## config.mk

```make
export PLATFORM = sky130hd
export DESIGN_NAME = precharge_relay_controller_top_flat
export DESIGN_NICKNAME = d
export VERILOG_FILES = /design/src/rtl/core/prc_pkg.sv /design/src/rtl/core/prc_if.sv /design/src/rtl/core/precharge_relay_controller_top.sv /design/src/flat_wrapper.sv
export SDC_FILE = /design/constraint.sdc
export NUM_CORES = 2
export LEC_CHECK = 0
export BUFFER_PORTS_ARGS = -buffer_cell sky130_fd_sc_hd__buf_2
export CORE_ASPECT_RATIO = 1.1
export CORE_MARGIN = 2
export CORE_UTILIZATION = 30
export CTS_BUF_LIST = sky130_fd_sc_hd__clkbuf_4 sky130_fd_sc_hd__clkbuf_8 sky130_fd_sc_hd__clkbuf_16
export DETAILED_ROUTE_END_ITERATION = 10
export PLACE_DENSITY = 0.49
export SETUP_SLACK_MARGIN = 0.2
export SLEW_MARGIN = 20
export SYNTH_ARGS = -nofsm -noshare
export SYNTH_HDL_FRONTEND = slang
export SYNTH_SLANG_ARGS = --single-unit
```

## constraint.sdc

```tcl
create_clock -name clk -period 7.5 [get_ports clk]
set_input_delay 0.75 -clock clk [delete_from_list [all_inputs] [get_ports clk]]
set_output_delay 0.75 -clock clk [all_outputs]
set_load 0.005 [all_outputs]
```

## src/rtl/core/prc_pkg.sv

```systemverilog
`default_nettype none
// ----------------------------------------------------------------------------
// prc_pkg
// Types, codes and reset values shared by the precharge relay controller.
// ----------------------------------------------------------------------------
package prc_pkg;

  localparam int BusW  = 20;
  localparam int RatW  = 16;
  localparam int ProdW = BusW + RatW;
  localparam int TmrW  = 16;
  localparam int AddrW = 5;
  localparam int DataW = 32;

  localparam logic OP_SAMPLE = 1'b0;
  localparam logic OP_TICK   = 1'b1;

  typedef enum logic [2:0] {
    ST_OFF         = 3'd0,
    ST_PRECHARGING = 3'd1,
    ST_PRECHARGED  = 3'd2,
    ST_ENABLED     = 3'd3,
    ST_TIMEOUT     = 3'd4,
    ST_NOLOAD      = 3'd5,
    ST_INIT        = 3'd7
  } ctrl_state_t;

  typedef enum logic [2:0] {
    REG_MODE_FLAGS      = 3'd0,
    REG_PRECHARGE_RATIO = 3'd1,
    REG_PRELOAD_RATIO   = 3'd2,
    REG_TIMEOUT_MS      = 3'd3,
    REG_OVERLAP_MS      = 3'd4,
    REG_RETRY_MS        = 3'd5,
    REG_LOAD_DETECT_MS  = 3'd6
  } cfg_reg_t;

  // bit 0 is the main relay
  typedef struct packed {
    logic det;
    logic err;
    logic preact;
    logic loaden;
    logic pre;
    logic main;
  } out_flags_t;

  localparam logic [2:0]      MODE_RST    = 3'd3;
  localparam logic [RatW-1:0] PC_RAT_RST  = 16'd58982;
  localparam logic [RatW-1:0] PL_RAT_RST  = 16'd6554;
  localparam logic [TmrW-1:0] TIMEOUT_RST = 16'd300;
  localparam logic [TmrW-1:0] OVERLAP_RST = 16'd100;
  localparam logic [TmrW-1:0] RETRY_RST   = 16'd0;
  localparam logic [TmrW-1:0] LOADDET_RST = 16'd50;

endpackage
`default_nettype wire

```

## src/rtl/core/prc_if.sv

```systemverilog
`default_nettype none
// ----------------------------------------------------------------------------
// prc_if
// Valid/ready channels for input words and result words.
// ----------------------------------------------------------------------------
interface prc_item_if;
  import prc_pkg::*;
  logic            valid;
  logic            ready;
  logic            op;
  logic            relay_desired;
  logic [BusW-1:0] bus_mv;
  logic [BusW-1:0] battery_mv;

  modport source (output valid, op, relay_desired, bus_mv, battery_mv, input ready);
  modport sink   (input valid, op, relay_desired, bus_mv, battery_mv, output ready);
endinterface

interface prc_result_if;
  import prc_pkg::*;
  logic            valid;
  logic            ready;
  logic [2:0]      ctrl_state;
  logic            main_relay;
  logic            precharge_relay;
  logic            load_enabled;
  logic            precharge_active;
  logic            precharge_error;
  logic            load_detected;
  logic [TmrW-1:0] precharge_duration_ms;

  modport source (output valid, ctrl_state, main_relay, precharge_relay, load_enabled,
                  precharge_active, precharge_error, load_detected,
                  precharge_duration_ms, input ready);
  modport sink   (input valid, ctrl_state, main_relay, precharge_relay, load_enabled,
                  precharge_active, precharge_error, load_detected,
                  precharge_duration_ms, output ready);
endinterface
`default_nettype wire

```

## src/rtl/core/precharge_relay_controller_top.sv

```systemverilog
`default_nettype none
// ----------------------------------------------------------------------------
// precharge_relay_controller_top
// Precharge sequencer for a main/precharge relay pair, driven by voltage
// sample words and 1 ms tick words, with an APB register port.
// ----------------------------------------------------------------------------
// Result path: an input word and its ratio products are registered in
//   stage 1; the state/result register loads from stage 1 once it is free.
// Throughput: one word per cycle unless the result channel stalls; the
//   result register holds the state itself.
// Reset (rst, synchronous): channel empty, state off, entry actions pending,
//   timers and flags cleared, registers at their reset values.
module precharge_relay_controller_top (
  input  wire logic                     clk,
  input  wire logic                     rst,
  prc_item_if.sink                      items,
  prc_result_if.source                  results,
  input  wire logic                     psel,
  input  wire logic                     penable,
  input  wire logic                     pwrite,
  input  wire logic [prc_pkg::AddrW-1:0] paddr,
  input  wire logic [prc_pkg::DataW-1:0] pwdata,
  output logic      [prc_pkg::DataW-1:0] prdata,
  output logic                          pready
);
  import prc_pkg::*;

  // configuration
  logic [2:0]      mode_flags;
  logic [RatW-1:0] precharge_ratio;
  logic [RatW-1:0] preload_ratio;
  logic [TmrW-1:0] precharge_timeout_ms;
  logic [TmrW-1:0] overlap_ms;
  logic [TmrW-1:0] retry_ms;
  logic [TmrW-1:0] load_detect_ms;

  logic     cfg_wr;
  cfg_reg_t cfg_idx;

  assign pready  = 1'b1;
  assign cfg_wr  = psel && penable && pwrite && pready;
  assign cfg_idx = cfg_reg_t'(paddr[4:2]);

  always_ff @(posedge clk) begin
    if (rst) begin
      mode_flags           <= MODE_RST;
      precharge_ratio      <= PC_RAT_RST;
      preload_ratio        <= PL_RAT_RST;
      precharge_timeout_ms <= TIMEOUT_RST;
      overlap_ms           <= OVERLAP_RST;
      retry_ms             <= RETRY_RST;
      load_detect_ms       <= LOADDET_RST;
    end else if (cfg_wr) begin
      unique case (cfg_idx)
        REG_MODE_FLAGS:      mode_flags           <= pwdata[2:0];
        REG_PRECHARGE_RATIO: precharge_ratio      <= pwdata[RatW-1:0];
        REG_PRELOAD_RATIO:   preload_ratio        <= pwdata[RatW-1:0];
        REG_TIMEOUT_MS:      precharge_timeout_ms <= pwdata[TmrW-1:0];
        REG_OVERLAP_MS:      overlap_ms           <= pwdata[TmrW-1:0];
        REG_RETRY_MS:        retry_ms             <= pwdata[TmrW-1:0];
        REG_LOAD_DETECT_MS:  load_detect_ms       <= pwdata[TmrW-1:0];
        default: ;
      endcase
    end
  end

  always_comb begin
    unique case (cfg_idx)
      REG_MODE_FLAGS:      prdata = {29'd0, mode_flags};
      REG_PRECHARGE_RATIO: prdata = {16'd0, precharge_ratio};
      REG_PRELOAD_RATIO:   prdata = {16'd0, preload_ratio};
      REG_TIMEOUT_MS:      prdata = {16'd0, precharge_timeout_ms};
      REG_OVERLAP_MS:      prdata = {16'd0, overlap_ms};
      REG_RETRY_MS:        prdata = {16'd0, retry_ms};
      REG_LOAD_DETECT_MS:  prdata = {16'd0, load_detect_ms};
      default:             prdata = '0;
    endcase
  end

  // stage 1: input word and ratio products
  logic             s1_valid;
  logic             s1_op;
  logic             s1_req;
  logic [BusW-1:0]  s1_bus;
  logic [ProdW-1:0] s1_pc_lim;
  logic [ProdW-1:0] s1_pl_lim;
  logic             out_valid;
  logic             advance;

  assign advance     = s1_valid && (!out_valid || results.ready);
  assign items.ready = !s1_valid || advance;

  always_ff @(posedge clk) begin
    if (rst) begin
      s1_valid <= 1'b0;
    end else if (items.ready) begin
      s1_valid <= items.valid;
    end
  end

  always_ff @(posedge clk) begin
    if (items.valid && items.ready) begin
      s1_op     <= items.op;
      s1_req    <= items.relay_desired;
      s1_bus    <= items.bus_mv;
      s1_pc_lim <= ProdW'(items.battery_mv) * ProdW'(precharge_ratio);
      s1_pl_lim <= ProdW'(items.battery_mv) * ProdW'(preload_ratio);
    end
  end

  // stage 2: controller state, which is also the result word
  ctrl_state_t     state, state_next;
  ctrl_state_t     applied, applied_next;
  logic            last_req, last_req_next;
  logic            bus_pre, bus_pre_next;
  logic [TmrW-1:0] phase_tmr, phase_tmr_next;
  logic [TmrW-1:0] pre_tmr, pre_tmr_next;
  out_flags_t      flags, flags_next;
  logic [TmrW-1:0] duration, duration_next;
  logic [ProdW-1:0] bus_s;

  always_ff @(posedge clk) begin
    if (rst) begin
      out_valid <= 1'b0;
      state     <= ST_OFF;
      applied   <= ST_INIT;
      last_req  <= 1'b0;
      bus_pre   <= 1'b0;
      phase_tmr <= '0;
      pre_tmr   <= '0;
      flags     <= '0;
      duration  <= '0;
    end else begin
      if (advance) begin
        out_valid <= 1'b1;
        state     <= state_next;
        applied   <= applied_next;
        last_req  <= last_req_next;
        bus_pre   <= bus_pre_next;
        phase_tmr <= phase_tmr_next;
        pre_tmr   <= pre_tmr_next;
        flags     <= flags_next;
        duration  <= duration_next;
      end else if (results.ready) begin
        out_valid <= 1'b0;
      end
    end
  end

  always_comb begin
    state_next     = state;
    applied_next   = applied;
    last_req_next  = last_req;
    bus_pre_next   = bus_pre;
    phase_tmr_next = phase_tmr;
    pre_tmr_next   = pre_tmr;
    flags_next     = flags;
    duration_next  = duration;
    bus_s          = {s1_bus, {RatW{1'b0}}};

    if (s1_op == OP_TICK) begin
      if (phase_tmr != {TmrW{1'b1}}) phase_tmr_next = phase_tmr + 1'b1;
      if (pre_tmr != {TmrW{1'b1}})   pre_tmr_next   = pre_tmr + 1'b1;

      // entry actions, once per state change
      if (state != applied) begin
        unique case (state)
          ST_OFF: begin
            flags_next = '0;
          end
          ST_PRECHARGING: begin
            flags_next        = '0;
            flags_next.pre    = 1'b1;
            flags_next.preact = 1'b1;
            phase_tmr_next    = '0;
            pre_tmr_next      = '0;
          end
          ST_PRECHARGED: begin
            phase_tmr_next    = '0;
            duration_next     = pre_tmr_next;
            flags_next        = '0;
            flags_next.main   = 1'b1;
            flags_next.pre    = 1'b1;
            flags_next.loaden = 1'b1;
            flags_next.preact = 1'b1;
            flags_next.det    = (pre_tmr_next >= load_detect_ms) || bus_pre;
          end
          ST_TIMEOUT, ST_NOLOAD: begin
            flags_next     = '0;
            flags_next.err = 1'b1;
            phase_tmr_next = '0;
          end
          ST_ENABLED: begin
            flags_next        = '0;
            flags_next.main   = 1'b1;
            flags_next.loaden = 1'b1;
            flags_next.det    = flags.det;
          end
          default: begin
            state_next     = ST_OFF;
            flags_next.det = 1'b0;
          end
        endcase
        applied_next = state_next;
      end

      // waits: each fire restarts the phase timer
      if (state_next == ST_PRECHARGING && phase_tmr_next >= precharge_timeout_ms) begin
        phase_tmr_next = '0;
        state_next     = ST_TIMEOUT;
      end
      if (state_next == ST_PRECHARGED && phase_tmr_next >= overlap_ms) begin
        phase_tmr_next = '0;
        state_next     = (flags_next.det || !mode_flags[2]) ? ST_ENABLED : ST_NOLOAD;
      end
      if ((state_next == ST_TIMEOUT || state_next == ST_NOLOAD) &&
          phase_tmr_next >= retry_ms) begin
        phase_tmr_next = '0;
        if (retry_ms != '0) state_next = mode_flags[1] ? ST_PRECHARGING : ST_ENABLED;
      end
    end else begin
      if (s1_req != last_req) begin
        if (s1_req && mode_flags[0]) begin
          if (mode_flags[1]) begin
            state_next   = ST_PRECHARGING;
            bus_pre_next = bus_s > s1_pl_lim;
          end else begin
            state_next = ST_ENABLED;
          end
        end else begin
          state_next = ST_OFF;
        end
        last_req_next = s1_req;
      end
      if (state_next == ST_PRECHARGING && bus_s >= s1_pc_lim) state_next = ST_PRECHARGED;
      if (state_next == ST_ENABLED && bus_s <= s1_pc_lim && mode_flags[1]) begin
        state_next = ST_TIMEOUT;
      end
    end
  end

  assign results.valid                 = out_valid;
  assign results.ctrl_state            = state;
  assign results.main_relay            = flags.main;
  assign results.precharge_relay       = flags.pre;
  assign results.load_enabled          = flags.loaden;
  assign results.precharge_active      = flags.preact;
  assign results.precharge_error       = flags.err;
  assign results.load_detected         = flags.det;
  assign results.precharge_duration_ms = duration;

endmodule
`default_nettype wire

```

## src/flat_wrapper.sv

```systemverilog
// flat-port wrapper written by rule: the top's interface ports become plain ports
module precharge_relay_controller_top_flat import prc_pkg::*;
  (clk, rst, psel, penable, pwrite, paddr, pwdata, prdata, pready, items_valid, items_op, items_relay_desired, items_bus_mv, items_battery_mv, items_ready, results_valid, results_ctrl_state, results_main_relay, results_precharge_relay, results_load_enabled, results_precharge_active, results_precharge_error, results_load_detected, results_precharge_duration_ms, results_ready);
  prc_item_if items_i ();
  prc_result_if results_i ();
  input  wire logic clk;
  input  wire logic rst;
  input  wire logic psel;
  input  wire logic penable;
  input  wire logic pwrite;
  input  wire logic [prc_pkg::AddrW-1:0] paddr;
  input  wire logic [prc_pkg::DataW-1:0] pwdata;
  output logic      [prc_pkg::DataW-1:0] prdata;
  output logic pready;
  input wire logic [$bits(items_i.valid)-1:0] items_valid;
  input wire logic [$bits(items_i.op)-1:0] items_op;
  input wire logic [$bits(items_i.relay_desired)-1:0] items_relay_desired;
  input wire logic [$bits(items_i.bus_mv)-1:0] items_bus_mv;
  input wire logic [$bits(items_i.battery_mv)-1:0] items_battery_mv;
  output wire logic [$bits(items_i.ready)-1:0] items_ready;
  output wire logic [$bits(results_i.valid)-1:0] results_valid;
  output wire logic [$bits(results_i.ctrl_state)-1:0] results_ctrl_state;
  output wire logic [$bits(results_i.main_relay)-1:0] results_main_relay;
  output wire logic [$bits(results_i.precharge_relay)-1:0] results_precharge_relay;
  output wire logic [$bits(results_i.load_enabled)-1:0] results_load_enabled;
  output wire logic [$bits(results_i.precharge_active)-1:0] results_precharge_active;
  output wire logic [$bits(results_i.precharge_error)-1:0] results_precharge_error;
  output wire logic [$bits(results_i.load_detected)-1:0] results_load_detected;
  output wire logic [$bits(results_i.precharge_duration_ms)-1:0] results_precharge_duration_ms;
  input wire logic [$bits(results_i.ready)-1:0] results_ready;
  assign items_i.valid = items_valid;
  assign items_i.op = items_op;
  assign items_i.relay_desired = items_relay_desired;
  assign items_i.bus_mv = items_bus_mv;
  assign items_i.battery_mv = items_battery_mv;
  assign items_ready = items_i.ready;
  assign results_valid = results_i.valid;
  assign results_ctrl_state = results_i.ctrl_state;
  assign results_main_relay = results_i.main_relay;
  assign results_precharge_relay = results_i.precharge_relay;
  assign results_load_enabled = results_i.load_enabled;
  assign results_precharge_active = results_i.precharge_active;
  assign results_precharge_error = results_i.precharge_error;
  assign results_load_detected = results_i.load_detected;
  assign results_precharge_duration_ms = results_i.precharge_duration_ms;
  assign results_i.ready = results_ready;
  precharge_relay_controller_top u_core (.clk(clk), .rst(rst), .items(items_i), .results(results_i), .psel(psel), .penable(penable), .pwrite(pwrite), .paddr(paddr), .pwdata(pwdata), .prdata(prdata), .pready(pready));
endmodule
```

Word-level counts from Yosys, hierarchy flattened
Index checks and enable logic that the tools add are counted.
{"block": "op_classes", "n_eq_ne": 23, "reduce_logical": 39, "bitwise_logic": 1, "add_sub_neg": 2, "magnitude_cmp": 7, "multipliers": 2, "mux": 38}
{"cell": "$mux 16", "count": 13}
{"cell": "$pmux 16 s7", "count": 1}
{"cell": "$mul 20x16->36", "count": 2}
{"cell": "$ge 16x16->1", "count": 4}
{"cell": "$mux 3", "count": 17}
{"cell": "$ge 36x36->1", "count": 1}
{"cell": "$gt 36x36->1", "count": 1}
{"cell": "$le 36x36->1", "count": 1}
{"cell": "$add 16x1->16 const B", "count": 2}
{"cell": "$ne 16x16->1 const B", "count": 2}
{"cell": "$pmux 5 s5", "count": 1}
{"cell": "$eq 3x3->1 const B", "count": 7}
{"cell": "$eq 3x2->1 const B", "count": 6}
{"cell": "$reduce_and 2->1", "count": 8}
{"cell": "$reduce_bool 16->1", "count": 1}
{"cell": "$eq 3x1->1 const B", "count": 4}
{"cell": "$mux 6", "count": 2}
{"cell": "$logic_and 1x1->1", "count": 11}
{"cell": "$reduce_and 4->1", "count": 2}
{"cell": "$logic_not 3->1", "count": 2}
{"cell": "$ne 6x6->1 const B", "count": 1}
{"cell": "$reduce_and 3->1", "count": 2}
{"cell": "$reduce_or 6->1", "count": 1}
{"cell": "$logic_or 1x1->1", "count": 5}
{"cell": "12 further kinds", "count": 15}
{"block": "totals", "reg_bits": 257, "wordCells": 139}

Longest topological paths before layout
{"block": "depth", "word_depth": 18, "mapped_depth": 38}

Least setup slack after synthesis
No wires, ideal clock.
{"block": "synth_path", "path_kind": "reg-to-reg", "start": "register u_core.phase_tmr[3]", "end": "register u_core.phase_tmr[10]", "setup_time_ps": 60, "arrival_time_ps": 6967, "n_path_buf": 3, "stages_incl_launch_ff": 37, "setup_slack_ps": 474, "period_less_slack_ps": 7026, "cell_sequence": "dfxtp_1 > and4_1 > and3_1 > and4_1 > buf_2 > nand4_2 > and2_1 > nand4_1 > xor2_1 > or2_1 > inv_2 > ha_1 > o21ai_0 > a211oi_1 > a21oi_1 > nor3_1 > clkbuf_1 > nor2_1 > ha_1 > a21o_1 > a21o_1 > a211o_1 > a21oi_1 > o21ai_0 > a21o_1 > or2_1 > ha_1 > nand2b_1 > a21o_1 > a21o_1 > a21oi_1 > o21ai_0 > a21oi_1 > a21oi_4 > nor4_4 > buf_6 > a22o_1"}
{"block": "synth_between", "elab_chain_len": 17}
{"item": "start, declared", "line": "precharge_relay_controller_top.sv:116", "text": "logic [TmrW-1:0] phase_tmr, phase_tmr_next;"}
{"item": "start signal, assigned", "line": "precharge_relay_controller_top.sv:140", "text": "phase_tmr <= phase_tmr_next;"}
{"item": "$add 16x1->16 or $ne 16x16->1 (tied branches)", "line": "precharge_relay_controller_top.sv:162", "text": "if (phase_tmr != {TmrW{1'b1}}) phase_tmr_next = phase_tmr + 1'b1;"}
{"item": "$mux 16 *", "line": "precharge_relay_controller_top.sv:162"}
{"item": "$mux 16", "line": "precharge_relay_controller_top.sv:167", "text": "unique case (state)"}
{"item": "$mux 16 *", "line": "precharge_relay_controller_top.sv:166", "text": "if (state != applied) begin"}
{"item": "$mux 16 *", "line": "precharge_relay_controller_top.sv:161", "text": "if (s1_op == OP_TICK) begin"}
{"item": "parallel branches: the longest is 11 deep, another holds $ge 16x16->1"}
{"item": "$mux 16 *", "line": "precharge_relay_controller_top.sv:216", "text": "if ((state_next == ST_TIMEOUT || state_next == ST_NOLOAD) &&"}
Mark *: on every way between the ends. The select of a mux whose other input is x is not followed.
A chain may end at the register's enable or synchronous reset.

Worst setup path in the final report
{"block": "layout_path", "start": "register u_core.phase_tmr[4]", "end": "register u_core.phase_tmr[4]"}
Same word-level chain as after synthesis.

==> run metrics <==
outcome=finished clean; Final HPWL DP=80500 µm; setup violators final=0; drt drc=0; setup repair after global routing missed its margin=false; IO Pins=146; Synth async-reset ratio=0%; final cell count without fillers=approximately 5500; post-route ant nets=0; Post-Synthesis Cells=3851; starting density of the core=30.1%; Critical R2R Capture=u_core.phase_tmr[4]$_SDFFE_PP0P_; P_int=6.62 mW; Power Density=327 nW/µm²; Worst Setup End Kind=register; minimum clock period=6.96 ns; Mapped Area=between 30000 and 40000 µm²; pin count of the biggest net entering global routing=89; hold path depth=1; top cell type's share of synthesized area=29.7%; DRT iter0 DRCs=1436; total gr overflow=0; ranking of synthesized cells by area=fa_1 (30%), ha_1 (12%), dfxtp_1 (9.6%); vias=26081; Total Wirelength=99600 µm; First-pass DRT Iterations=5; predominant post-synthesis flop cell=dfxtp_1; CTS Root Cell=clkbuf_16; Seq pwr share=17.1%; largest area contributor in the netlist=fa_1; Vert. Die Dim=356 µm; Worst-Skew Late Latency=0.57 ns; synth warn=0; Final Hold Viols=0; GR Util All Layers=17.6%; Crit path top cell by count=a21o_1; Slew HR=29.7%; core box area=112000 µm²; clock share of power=13.7%; count leader, synth=nand2_1; CTS max path bufs=3; Placer Congestion=between 0.8 and 0.9; Hold Crit Start=items_op; row count=129; vias in the first global route=26849; CP Buf/Inv Count=6; r2r startpoint=u_core.phase_tmr[4]$_SDFFE_PP0P_; port bufs=110; DP Cell Count=5383; most frequent cells after synthesis=nand2_1 (678), inv_1 (664), fa_1 (500); Slowest cell on crit path=a2111oi_2; Max Slew Vio Count=0; Post-synth EDFFs=94; Req. time, crit path=8.00 ns; crit-path leading delay family=compound AO/OA/AOI/OAI gates; switching share of total power=46.1%; Static Leak=17.8 nW; Post-CTS Hold Buffers=0; Worst Tran Pin Value=approximately 1.1 ns; clk slew on worst S/H paths=0.06 ns; Hold Path Class=input port to register; critical path class=register to register; data arrival time at the worst-slack endpoint=roughly 7.5 ns; Synth cell types=between 80 and 90; Net Switching=approximately 5.7 mW; Wirelength per Cell=18.2 µm; WHS=approximately 0.37 ns; layout cells sized above 1=9.01%; initial antenna violation count=9; setup slack on the worst flop-to-flop path=0.54 ns; TNS Setup=0 ns; clk_skew=around 0.034 ns; Mean Syn Cell Area=8.76 µm²; Max rail drop VDD=approximately 450 µV; Critical Path Max Stage Delay=0.37 ns; die area=115000 µm²; first-pass GRT wire length=157000 µm; Crit Path Max Fanout=8; final net count=4835; clock buffer count from CTS=35; H-Tree Depth=2; Clock Sinks=255; Final Util=between 30 and 40%; Worst Reg-to-Reg Cells=39; Worst Setup Start Kind=register; Yosys reg bits=about 260; combinational power share=69.2%; Seq/Total Area, Yosys=17.9%; CTS tree=yes; drt via density=4.78; Fmax=roughly 140 MHz; Die Wd=between 300 and 400 µm; max_cap viols=0; hold path endpoint=u_core.s1_op$_DFFE_PP_; Pwr Total=12.3 mW; fin crit share=between 90% and 100%; area grow syn2layout=11.5%
flip-flops by register name (all words and copies together), names as in the netlist, 3 cells and up:
| register | count |
|---|---|
| u_core.retry_ms | 16 |
| u_core.preload_ratio | 16 |
| u_core.overlap_ms | 16 |
| u_core.mode_flags | 3 |
| u_core.results.ctrl_state | 3 |
| u_core.precharge_timeout_ms | 16 |
| u_core.s1_pc_lim | 36 |
| u_core.applied | 3 |
| u_core.s1_pl_lim | 36 |
| u_core.results.precharge_duration_ms | 16 |
| u_core.precharge_ratio | 16 |
| u_core.pre_tmr | 16 |
| u_core.s1_bus | 20 |
| u_core.phase_tmr | 16 |
| u_core.load_detect_ms | 16 |
layout by cell type, fill, tap and decap left out, types with 11 or more instances in the layout:
master and count:
clkbuf_16 36, nor2b_1 16, o21a_1 11, buf_4 118
clkbuf_4 11, a221oi_1 15, a211o_1 16, nor3_1 28
dfxtp_1 157, mux2_2 12, nor2_1 177, o21ai_0 37
a211oi_1 13, nand3_1 32, nand3b_1 20, nand4_1 27
nand2_1 678, o21ai_1 22, and2_1 236, inv_1 663
a21oi_1 164, xor2_1 28, a22oi_1 21, nand2b_1 15
ha_1 321, a21o_1 61, fa_1 500, buf_2 109
xnor2_1 58, edfxtp_1 94, a22o_1 20, mux2i_1 15
conb_1 17, and3_1 18
layout make-up:
cell class / instances / area (µm²)
Fill cell: 11864 / 74400
Multi-Input combinational cell: 2730 / 24400
Sequential cell: 255 / 6060
Inverter: 671 / 2520
Tap cell: 1506 / 1880
Timing Repair Buffer: 234 / 1560
Clock buffer: 48 / 986
Clock inverter: 12 / 146
Antenna cell: 1 / 2.50
power groups by stage:
stage	clock (mW)	sequential (mW)	combinational, mW
after CTS	1.73	2.10	8.71
after global routing	1.78	2.12	9.69
after detailed placement	0	2.13	8.65
after floorplan	0	2.09	6.08
final	1.68	2.10	8.51
after global placement	0	2.13	8.63
how the worst max path moves through the flow:
stage,start,to,slack (ns),depth (start not counted)
after CTS,u_core.phase_tmr[3]$_SDFFE_PP0P_,u_core.phase_tmr[15]$_SDFFE_PP0P_,0.23,37
after global placement,items_battery_mv[9],u_core.s1_pc_lim[32]$_DFFE_PP_,0.32,25
after global routing,u_core.phase_tmr[4]$_SDFFE_PP0P_,u_core.phase_tmr[4]$_SDFFE_PP0P_,0.19,39
after detailed placement,u_core.phase_tmr[3]$_SDFFE_PP0P_,u_core.phase_tmr[15]$_SDFFE_PP0P_,0.29,37
final,u_core.phase_tmr[4]$_SDFFE_PP0P_,u_core.phase_tmr[4]$_SDFFE_PP0P_,0.54,39
after floorplan,u_core.phase_tmr[3]$_SDFFE_PP0P_,u_core.phase_tmr[10]$_SDFFE_PP0P_,0.47,36
cell families (layout without fill, tap and decap cells):
kind of cell / Yosys count / in the layout / synth area share, %
xor+xnor: 86 / 86 / 2.23
compound gates: 463 / 463 / 9.12
other cells: 2 / 18 / 0.0223
flops: 255 / 255 / 17.9
buf+inv: 881 / 965 / 10.1
mux: 29 / 29 / 0.979
simple gates: 1313 / 1313 / 18.0
fa+ha+maj: 822 / 822 / 41.6
layer usage:
layer	wire (µm)	vias to the layer above	share of wire [%]	GRT usage [%]
met5	56	-	0.056	0
met1	42800	13229	43	22.8
met2	50900	488	51	31.4
met3	3400	113	3.4	1.68
li1	-	12241	-	-
met4	2370	10	2.4	4.25
through the flow:
step                cell area [µm²]  setup WS [ns]
global route                  37600          0.185
finish                        37600          0.542
global placement              36300          0.319
detailed placement            36300          0.293
floorplan                     33800          0.474
CTS                           37400          0.231
what timing repair did:
item                       4_1_cts  5_1_grt
setup endpoints to repair        0       19
resized for setup                0       31
setup buffers                    0       12
No activity file was read; power rests on OpenSTA's default activity.
